<file path="src/rtl/sdcmd_pkg.sv">
// Shared types, codes and constants for the SD-card SPI-mode command engine.
// Used by every module of the block; it depends on nothing else.
package sdcmd_pkg;

    // Input item selector carried on s_tuser.
    typedef enum logic [1:0] {
        ACT_START = 2'd0,
        ACT_BYTE  = 2'd1,
        ACT_TICK  = 2'd2
    } action_t;

    // Result kind carried on m_tuser.
    localparam logic KIND_REQUEST = 1'b0;
    localparam logic KIND_FINISH  = 1'b1;

    // Configuration register indexes.
    localparam logic CFG_READY_TIMEOUT = 1'b0;
    localparam logic CFG_RESP_ATTEMPTS = 1'b1;

    // Transaction sequencer phases.
    typedef enum logic [3:0] {
        PH_IDLE     = 4'd0,
        PH_DESEL    = 4'd1,
        PH_SEL      = 4'd2,
        PH_READY    = 4'd3,
        PH_TO_DESEL = 4'd4,
        PH_CMD      = 4'd5,
        PH_STUFF    = 4'd6,
        PH_RESP     = 4'd7
    } phase_t;

    localparam logic [5:0] IDX_GO_IDLE    = 6'd0;
    localparam logic [5:0] IDX_SEND_IF    = 6'd8;
    localparam logic [5:0] IDX_STOP       = 6'd12;
    localparam logic [5:0] IDX_APP_PREFIX = 6'd55;

    localparam logic [7:0] BYTE_FILL     = 8'hFF;
    localparam logic [7:0] CMD_START     = 8'h40;
    localparam logic [7:0] CRC_GO_IDLE   = 8'h95;
    localparam logic [7:0] CRC_SEND_IF   = 8'h87;
    localparam logic [7:0] CRC_DUMMY     = 8'h01;
    localparam logic [7:0] R1_IDLE_LIMIT = 8'h01;
    localparam logic [7:0] LAST_ARG_POS  = 8'd5;

    typedef struct packed {
        action_t     action;
        logic [5:0]  cmd_index;
        logic        app_command;
        logic [31:0] argument;
        logic [7:0]  rx_byte;
    } item_t;

    typedef struct packed {
        logic       kind;
        logic [7:0] tx_byte;
        logic       chip_select_low;
        logic [7:0] response;
        logic       timed_out;
    } result_t;

    // Byte k of the six-byte command frame: start/index, argument MSB first, CRC.
    function automatic logic [7:0] command_byte(input logic [2:0] k,
                                                input logic [5:0] idx,
                                                input logic [31:0] arg);
        logic [7:0] b;
        case (k)
            3'd0: b = CMD_START | {2'b00, idx};
            3'd1: b = arg[31:24];
            3'd2: b = arg[23:16];
            3'd3: b = arg[15:8];
            3'd4: b = arg[7:0];
            default: begin
                if (idx == IDX_GO_IDLE) begin
                    b = CRC_GO_IDLE;
                end else if (idx == IDX_SEND_IF) begin
                    b = CRC_SEND_IF;
                end else begin
                    b = CRC_DUMMY;
                end
            end
        endcase
        return b;
    endfunction

endpackage

</file>
<file path="src/rtl/sd_spi_command_engine_core.sv">
// Top level of the SD-card SPI-mode command engine: stream ports, configuration
// registers and the result register. Depends on sdcmd_pkg, sdcmd_in_stage and
// sdcmd_engine.

// This block sequences one SD-card SPI-mode command, one byte exchange per
// transaction. A start transaction (tuser 0) while idle latches the command
// index, the application-command flag and the argument; each byte transaction
// (tuser 1) during a command reports the byte just received and is answered
// with the next byte to send and the chip-select level, or with a finished
// result carrying the R1 response and the timeout flag. Timer-tick transactions
// (tuser 2) count down the ready timeout and produce no result. Each
// transaction is taken into an input register and resolved in one pass of
// logic into the result register, so the block accepts one transaction per
// clock cycle for as long as the result side takes its data. A result thus
// passes through the input register and then the result register before it
// can be taken. Configuration writes are meant to be made only while no
// command is in progress.
module sd_spi_command_engine_core import sdcmd_pkg::*; (
    input  logic        aclk,
    input  logic        aresetn,

    input  logic        s_tvalid,
    output logic        s_tready,
    // [5:0] cmd_index, [6] app_command, [38:7] argument, [46:39] rx_byte,
    // [47] zero fill
    input  logic [47:0] s_tdata,
    // [1:0] action
    input  logic [1:0]  s_tuser,

    output logic        m_tvalid,
    input  logic        m_tready,
    // [7:0] tx_byte, [8] chip_select_low, [16:9] response, [17] timed_out,
    // [23:18] zero fill
    output logic [23:0] m_tdata,
    // [0] kind
    output logic        m_tuser,

    input  logic        cfg_valid,
    output logic        cfg_ready,
    input  logic        cfg_index,
    input  logic [15:0] cfg_data
);

    logic [15:0] ready_timeout_reg;
    logic [7:0]  resp_attempts_reg;

    item_t   in_item;
    item_t   item;
    logic    item_valid;
    logic    take;
    logic    fire;
    logic    res_valid;
    result_t res;

    logic    m_valid_reg, m_valid_next;
    result_t m_res_reg;

    // Configuration registers are always writable.
    assign cfg_ready = 1'b1;

    always_ff @(posedge aclk) begin
        if (!aresetn) begin
            ready_timeout_reg <= 16'd50;
            resp_attempts_reg <= 8'd10;
        end else if (cfg_valid) begin
            if (cfg_index == CFG_READY_TIMEOUT) begin
                ready_timeout_reg <= cfg_data;
            end else if (cfg_index == CFG_RESP_ATTEMPTS) begin
                resp_attempts_reg <= cfg_data[7:0];
            end
        end
    end

    // Unpack the input transaction.
    assign in_item.action      = action_t'(s_tuser);
    assign in_item.cmd_index   = s_tdata[5:0];
    assign in_item.app_command = s_tdata[6];
    assign in_item.argument    = s_tdata[38:7];
    assign in_item.rx_byte     = s_tdata[46:39];

    // The engine may consume its item whenever the result register is free or
    // being emptied in this cycle.
    assign take = !m_valid_reg || m_tready;
    assign fire = item_valid && take;

    sdcmd_in_stage u_in_stage (
        .aclk       (aclk),
        .aresetn    (aresetn),
        .in_valid   (s_tvalid),
        .in_ready   (s_tready),
        .in_item    (in_item),
        .take       (take),
        .item_valid (item_valid),
        .item       (item)
    );

    sdcmd_engine u_engine (
        .aclk          (aclk),
        .aresetn       (aresetn),
        .fire          (fire),
        .item          (item),
        .ready_timeout (ready_timeout_reg),
        .resp_attempts (resp_attempts_reg),
        .res_valid     (res_valid),
        .res           (res)
    );

    // Result register.
    always_comb begin
        m_valid_next = m_valid_reg;
        if (fire && res_valid) begin
            m_valid_next = 1'b1;
        end else if (m_tready) begin
            m_valid_next = 1'b0;
        end
    end

    always_ff @(posedge aclk) begin
        if (!aresetn) begin
            m_valid_reg <= 1'b0;
        end else begin
            m_valid_reg <= m_valid_next;
        end
    end

    always_ff @(posedge aclk) begin
        if (fire && res_valid) begin
            m_res_reg <= res;
        end
    end

    assign m_tvalid = m_valid_reg;
    assign m_tuser  = m_res_reg.kind;
    assign m_tdata  = {6'd0, m_res_reg.timed_out, m_res_reg.response,
                       m_res_reg.chip_select_low, m_res_reg.tx_byte};

endmodule

</file>
<file path="src/rtl/sdcmd_in_stage.sv">
// Input register of the command engine: holds one accepted item until the
// engine consumes it. Depends on sdcmd_pkg for the item type.
module sdcmd_in_stage import sdcmd_pkg::*; (
    input  logic  aclk,
    input  logic  aresetn,
    input  logic  in_valid,
    output logic  in_ready,
    input  item_t in_item,
    input  logic  take,
    output logic  item_valid,
    output item_t item
);

    logic  valid_reg;
    logic  valid_next;
    item_t item_reg;

    // The slot frees in the same cycle that the engine takes its item.
    assign in_ready   = !valid_reg || take;
    assign item_valid = valid_reg;
    assign item       = item_reg;

    always_comb begin
        valid_next = valid_reg;
        if (in_valid && in_ready) begin
            valid_next = 1'b1;
        end else if (take) begin
            valid_next = 1'b0;
        end
    end

    always_ff @(posedge aclk) begin
        if (!aresetn) begin
            valid_reg <= 1'b0;
        end else begin
            valid_reg <= valid_next;
        end
    end

    always_ff @(posedge aclk) begin
        if (in_valid && in_ready) begin
            item_reg <= in_item;
        end
    end

endmodule

</file>
<file path="src/rtl/sdcmd_engine.sv">
// Command sequencer: phase machine, byte counter, held command and ready
// timer, with the single-pass logic that turns one item into at most one result.
// Depends on sdcmd_pkg.
module sdcmd_engine import sdcmd_pkg::*; (
    input  logic        aclk,
    input  logic        aresetn,
    input  logic        fire,
    input  item_t       item,
    input  logic [15:0] ready_timeout,
    input  logic [7:0]  resp_attempts,
    output logic        res_valid,
    output result_t     res
);

    phase_t      phase_reg, phase_next;
    logic [7:0]  byte_count_reg, byte_count_next;
    logic [5:0]  held_index_reg, held_index_next;
    logic [31:0] held_argument_reg, held_argument_next;
    logic        prefix_pending_reg, prefix_pending_next;
    logic [15:0] ticks_left_reg, ticks_left_next;
    logic        select_level_reg, select_level_next;

    logic [5:0]  cur_index;
    logic [31:0] cur_argument;
    logic [5:0]  start_index;
    logic [7:0]  count_inc;
    logic        resp_more;
    logic        prefix_ok;

    assign cur_index    = prefix_pending_reg ? IDX_APP_PREFIX : held_index_reg;
    assign cur_argument = prefix_pending_reg ? 32'd0 : held_argument_reg;
    assign start_index  = item.app_command ? IDX_APP_PREFIX : item.cmd_index;
    assign count_inc    = byte_count_reg + 8'd1;
    assign resp_more    = item.rx_byte[7] && (count_inc < resp_attempts);
    // After a successful CMD55 the real command starts right away.
    assign prefix_ok    = prefix_pending_reg && (item.rx_byte <= R1_IDLE_LIMIT);

    // Next phase.
    always_comb begin
        phase_next = phase_reg;
        if (fire) begin
            case (item.action)
                ACT_START: begin
                    if (phase_reg == PH_IDLE) begin
                        phase_next = (start_index != IDX_STOP) ? PH_DESEL : PH_CMD;
                    end
                end
                ACT_BYTE: begin
                    unique case (phase_reg)
                        PH_IDLE:     phase_next = PH_IDLE;
                        PH_DESEL:    phase_next = PH_SEL;
                        PH_SEL:      phase_next = PH_READY;
                        PH_READY: begin
                            if (item.rx_byte == BYTE_FILL) begin
                                phase_next = PH_CMD;
                            end else if (ticks_left_reg == 16'd0) begin
                                phase_next = PH_TO_DESEL;
                            end
                        end
                        PH_TO_DESEL: phase_next = PH_IDLE;
                        PH_CMD: begin
                            if (count_inc > LAST_ARG_POS) begin
                                phase_next = (cur_index == IDX_STOP) ? PH_STUFF : PH_RESP;
                            end
                        end
                        PH_STUFF:    phase_next = PH_RESP;
                        PH_RESP: begin
                            if (!resp_more) begin
                                if (prefix_ok) begin
                                    phase_next = (held_index_reg != IDX_STOP) ?
                                                 PH_DESEL : PH_CMD;
                                end else begin
                                    phase_next = PH_IDLE;
                                end
                            end
                        end
                        default:     phase_next = PH_IDLE;
                    endcase
                end
                default: phase_next = phase_reg;
            endcase
        end
    end

    // Datapath registers and the result.
    always_comb begin
        byte_count_next     = byte_count_reg;
        held_index_next     = held_index_reg;
        held_argument_next  = held_argument_reg;
        prefix_pending_next = prefix_pending_reg;
        ticks_left_next     = ticks_left_reg;
        select_level_next   = select_level_reg;
        res_valid           = 1'b0;
        res.kind            = KIND_REQUEST;
        res.tx_byte         = BYTE_FILL;
        res.response        = 8'd0;
        res.timed_out       = 1'b0;

        if (fire) begin
            case (item.action)
                ACT_TICK: begin
                    if (ticks_left_reg != 16'd0) begin
                        ticks_left_next = ticks_left_reg - 16'd1;
                    end
                end
                ACT_START: begin
                    if (phase_reg == PH_IDLE) begin
                        held_index_next     = item.cmd_index;
                        held_argument_next  = item.argument;
                        prefix_pending_next = item.app_command;
                        byte_count_next     = 8'd0;
                        res_valid           = 1'b1;
                        if (start_index != IDX_STOP) begin
                            select_level_next = 1'b0;
                        end else begin
                            res.tx_byte = command_byte(3'd0, start_index, 32'd0);
                        end
                    end
                end
                ACT_BYTE: begin
                    res_valid = (phase_reg != PH_IDLE);
                    unique case (phase_reg)
                        PH_IDLE: begin
                        end
                        PH_DESEL: begin
                            select_level_next = 1'b1;
                        end
                        PH_SEL: begin
                            ticks_left_next = ready_timeout;
                        end
                        PH_READY: begin
                            if (item.rx_byte == BYTE_FILL) begin
                                byte_count_next = 8'd0;
                                res.tx_byte = command_byte(3'd0, cur_index, cur_argument);
                            end else if (ticks_left_reg == 16'd0) begin
                                select_level_next = 1'b0;
                            end
                        end
                        PH_TO_DESEL: begin
                            prefix_pending_next = 1'b0;
                            res.kind      = KIND_FINISH;
                            res.tx_byte   = 8'd0;
                            res.response  = BYTE_FILL;
                            res.timed_out = 1'b1;
                        end
                        PH_CMD: begin
                            if (count_inc > LAST_ARG_POS) begin
                                byte_count_next = 8'd0;
                            end else begin
                                byte_count_next = count_inc;
                                res.tx_byte = command_byte(count_inc[2:0], cur_index,
                                                           cur_argument);
                            end
                        end
                        PH_STUFF: begin
                            byte_count_next = 8'd0;
                        end
                        PH_RESP: begin
                            byte_count_next = count_inc;
                            if (!resp_more) begin
                                prefix_pending_next = 1'b0;
                                if (prefix_ok) begin
                                    if (held_index_reg != IDX_STOP) begin
                                        select_level_next = 1'b0;
                                    end else begin
                                        byte_count_next = 8'd0;
                                        res.tx_byte = command_byte(3'd0, held_index_reg,
                                                                   held_argument_reg);
                                    end
                                end else begin
                                    res.kind     = KIND_FINISH;
                                    res.tx_byte  = 8'd0;
                                    res.response = item.rx_byte;
                                end
                            end
                        end
                        default: begin
                            res_valid = 1'b0;
                        end
                    endcase
                end
                default: begin
                end
            endcase
        end
        res.chip_select_low = select_level_next;
    end

    always_ff @(posedge aclk) begin
        if (!aresetn) begin
            phase_reg          <= PH_IDLE;
            byte_count_reg     <= 8'd0;
            held_index_reg     <= 6'd0;
            held_argument_reg  <= 32'd0;
            prefix_pending_reg <= 1'b0;
            ticks_left_reg     <= 16'd0;
            select_level_reg   <= 1'b0;
        end else begin
            phase_reg          <= phase_next;
            byte_count_reg     <= byte_count_next;
            held_index_reg     <= held_index_next;
            held_argument_reg  <= held_argument_next;
            prefix_pending_reg <= prefix_pending_next;
            ticks_left_reg     <= ticks_left_next;
            select_level_reg   <= select_level_next;
        end
    end

endmodule

</file>
<file path="config.mk">
export PLATFORM = sky130hd
export DESIGN_NAME = sd_spi_command_engine_core
export DESIGN_NICKNAME = d
export VERILOG_FILES = /design/src/rtl/sdcmd_pkg.sv /design/src/rtl/sd_spi_command_engine_core.sv /design/src/rtl/sdcmd_in_stage.sv /design/src/rtl/sdcmd_engine.sv
export SDC_FILE = /design/constraint.sdc
export NUM_CORES = 1
export LEC_CHECK = 0
export BUFFER_PORTS_ARGS = -buffer_cell sky130_fd_sc_hd__buf_4
export CORE_UTILIZATION = 50
export DETAILED_ROUTE_END_ITERATION = 12
export HOLD_SLACK_MARGIN = 0.1
export PLACE_DENSITY_LB_ADDON = 0.05
export SETUP_SLACK_MARGIN = 0.2
export SLEW_MARGIN = 10
export SYNTH_ARGS = -nofsm -noshare
export SYNTH_HDL_FRONTEND = slang
export SYNTH_SLANG_ARGS = --single-unit
</file>
<file path="constraint.sdc">
create_clock -name aclk -period 4.15 [get_ports aclk]
set_input_delay 0.83 -clock aclk [delete_from_list [all_inputs] [get_ports aclk]]
set_output_delay 0.83 -clock aclk [all_outputs]
set_load 0.005 [all_outputs]
</file>
==> results_dict.tcl <==
set metrics [dict create \
    globalRouteTotalUtil_pct 24.9 \
    crit_path_end "u_engine.phase_reg[2]" \
    syn2layout_area_growth_pct 18.7 \
    ioPinCount 100 \
    vdd.ir_drop.worst_mv 0.290 \
    synth_area_um2 7220 \
    synth_top_family_by_area "simple AND/OR/NAND/NOR gates" \
    critPathRequiredTime_ns 4.47 \
    drv_slew 0 \
    r2r_start "u_engine.byte_count_reg[0]" \
    clk_pin_slew_ns 0.07 \
    final_hold_viol_count 0 \
    worst-setup-path-type "flip-flop to flip-flop" \
    drtIter0Drc 534 \
    synth_compound_area_share_pct 18.8 \
    synth_fa_ha_area_share_pct 2.25 \
    synth_cell_type_count 68 \
    die_h_um 122 \
    post-route-period-util_pct 85.9 \
    numCtsBuffers 17 \
    fin_crit_ns 3.57 \
    grt_pass1_wl_mm 28.4 \
    coreArea_um2 14000 \
    syn-instance-count 786 \
    fin_skew_ns 0.00905 \
    clock_path_buffers 2 \
    root_buffer "clkbuf_16" \
    synth-simple-area-share_pct 19.3 \
    drc 0 \
    outcome "complete, no violations" \
    synth-seq-area-share_pct 54.1 \
    hpwl_mm 12.2 \
    fmax_mhz 280 \
    drt-pass1-iter-count 6 \
    grt_pass1_vias 5613 \
    min-delay-start "u_engine.held_argument_reg[28]" \
    drt-vias-per-instance 5.74 \
    fin_setup_tns_ns 0 \
    worst-r2r-setup-slack_ns 0.58 \
    grt_start_max_net_pins 59 \
    initial_core_util_pct 51.6 \
    htreeDepth 4 \
    yosys_warnings 0 \
    maxCapViolCount 0 \
    p_leak_uw 0.00315 \
    arrival_ns 3.88 \
    final_layout_size_suffix_gt1_share_pct 18.2 \
    critPathLaunch "u_engine.byte_count_reg[0]" \
    antenna_found_initial 0 \
    reg2reg_depth 11 \
    worstMarginPinSlew_ns 1.18 \
    crit_path_end_kind "flip-flop" \
    clkSinkCount 161 \
    cts_setup_buffers 0 \
    largest_register_ff_count 49 \
    ant_nets 0 \
    synth-xor-area-share_pct 0.971 \
    fp-row-count 43 \
    async_flop_share_pct 0 \
    r2r-end "u_engine.phase_reg[2]" \
    worstSetupStartpointType "flip-flop" \
    nNetsFinal 940 \
    place_congestion 0.898 \
    rsz0062_at_grt "false" \
    synth.avg_cell_area_um2 9.18 \
    dieArea_um2 14900 \
    grt_overflow 0 \
    slew_headroom_pct 21.4 \
    io_buffers 91 \
    drt_wl_total_mm 17.5 \
    wl_per_cell_um 16.7 \
    path_max_fanout 10 \
    synth_edf_count 68 \
    setup_violations 0 \
    powerDensity_nw_per_um2 407 \
    synth_flop_cell "dfxtp_1" \
    utilization_pct 61.2 \
    die_w_um 122 \
    cts_tree "done" \
    worst_hold_path_type "flip-flop to flip-flop" \
    ys_ff_latch 161 \
    num_vias 6017 \
    muxShareOfSynthArea_pct 0.139 \
    insertion_delay_ns 0.43 \
    diodes 0 \
]
layer usage:
layer / share of wire, % / wire (µm) / vias up / GRT usage (%)
met5: 0 / 0 / - / 0
met4: 1.7 / 297 / 0 / 7.85
met2: 46 / 7980 / 221 / 38.3
li1: - / - / 2939 / -
met1: 46 / 8150 / 2836 / 34.2
met3: 6.3 / 1110 / 21 / 6.41
where the power goes:
part	internal, µW	leakage, µW	switching, µW
logic	98.5	0.00147	126
registers	1710	0.00140	33.1
clock network	845	0.000282	679
total	2650	0.00315	838
synth_stat cells, drive strengths merged (3+ instances only):
cell type | count | area share (%)
edfxtp | 68 | 28
nand2b | 7 | 0.61
nand3 | 16 | 1.1
nor3b | 3 | 0.38
a31oi | 8 | 0.69
or4 | 4 | 0.57
or2 | 3 | 0.26
dfxtp | 93 | 26
ha | 13 | 2.3
or3 | 5 | 0.43
a211oi | 7 | 0.73
o2111ai | 3 | 0.36
nor3 | 20 | 1.7
nor2 | 56 | 2.9
a21oi | 106 | 7.4
o211ai | 6 | 0.62
xnor2 | 5 | 0.61
xor2 | 3 | 0.36
a31o | 8 | 0.97
and2 | 6 | 0.52
o2bb2ai | 3 | 0.36
clkbuf | 40 | 2.1
nand2 | 159 | 8.3
o21a | 3 | 0.31
buf | 13 | 1.1
nand4 | 4 | 0.35
o21ai | 38 | 2.6
nor4 | 8 | 0.78
o22ai | 4 | 0.35
nor2b | 7 | 0.61
inv | 21 | 1.1
a222oi | 8 | 1.1
through the flow:
stage	setup slack (ns)	std cells	cell area (µm²)	hold slack (ns)	total power [µW]
after global routing	0.338	1048	8560	0.475	3620
after CTS	0.458	1048	8560	0.460	3520
after floorplan	1.03	791	7240	0.433	1900
after global placement	0.533	1016	7980	0.445	1990
final	0.584	1048	8560	0.460	3490
after detailed placement	0.510	1016	7980	0.451	2000
worst min-delay path by stage:
stage | to | slack, ns | cells after the start
floorplan | ready_timeout_reg[9] | 0.43 | 2
global placement | u_engine.held_argument_reg[23] | 0.44 | 2
detailed placement | ready_timeout_reg[11] | 0.45 | 2
CTS | u_engine.held_argument_reg[28] | 0.46 | 2
global route | resp_attempts_reg[4] | 0.48 | 2
finish | u_engine.held_argument_reg[28] | 0.46 | 2
kinds of logic after synthesis:
family,after synthesis
compound gates,221
xor+xnor,8
fa+ha+maj,13
buf+inv,75
flops,161
mux,1
other cells,2
simple gates,305
what timing repair did:
| item | CTS | global route |
|---|---|---|
| endpoints found under the setup margin | 0 | 2 |
| resized for setup | 0 | 1 |
| hold buffers | 0 | 0 |
layout by cell type (no fill, tap or decap), types with 7 or more instances in the layout:
cell,count
edfxtp_1,68
nand2_1,159
clkbuf_16,17
a31o_2,8
a222oi_1,8
nor2_1,56
o21ai_0,36
nand2b_1,7
a21oi_1,106
dfxtp_1,93
buf_4,98
inv_1,20
a31oi_1,8
conb_1,7
nand3_1,16
nor4_1,7
nor3_1,14
ha_1,13
worst max-delay path, stage by stage (launching register included):
cell and delay [ns]:
dfxtp_1 0.41, ha_1 0.33, ha_1 0.39, clkinv_1 0.26, ha_1 0.36, nor3_1 0.17, nor2_1 0.09, a211o_1 0.33
a211oi_2 0.32, o211ai_1 0.25, and3_1 0.30, o221a_2 0.26
final cells by class:
cell class	instances	area, µm²
clock buffer	17	425
clock inverter	15	153
fill	1232	5420
inverter	22	82.6
multi-input combinational	555	3040
sequential	161	3900
tap	180	225
timing repair buffer	98	736
(Power assumes the default switching activity.)
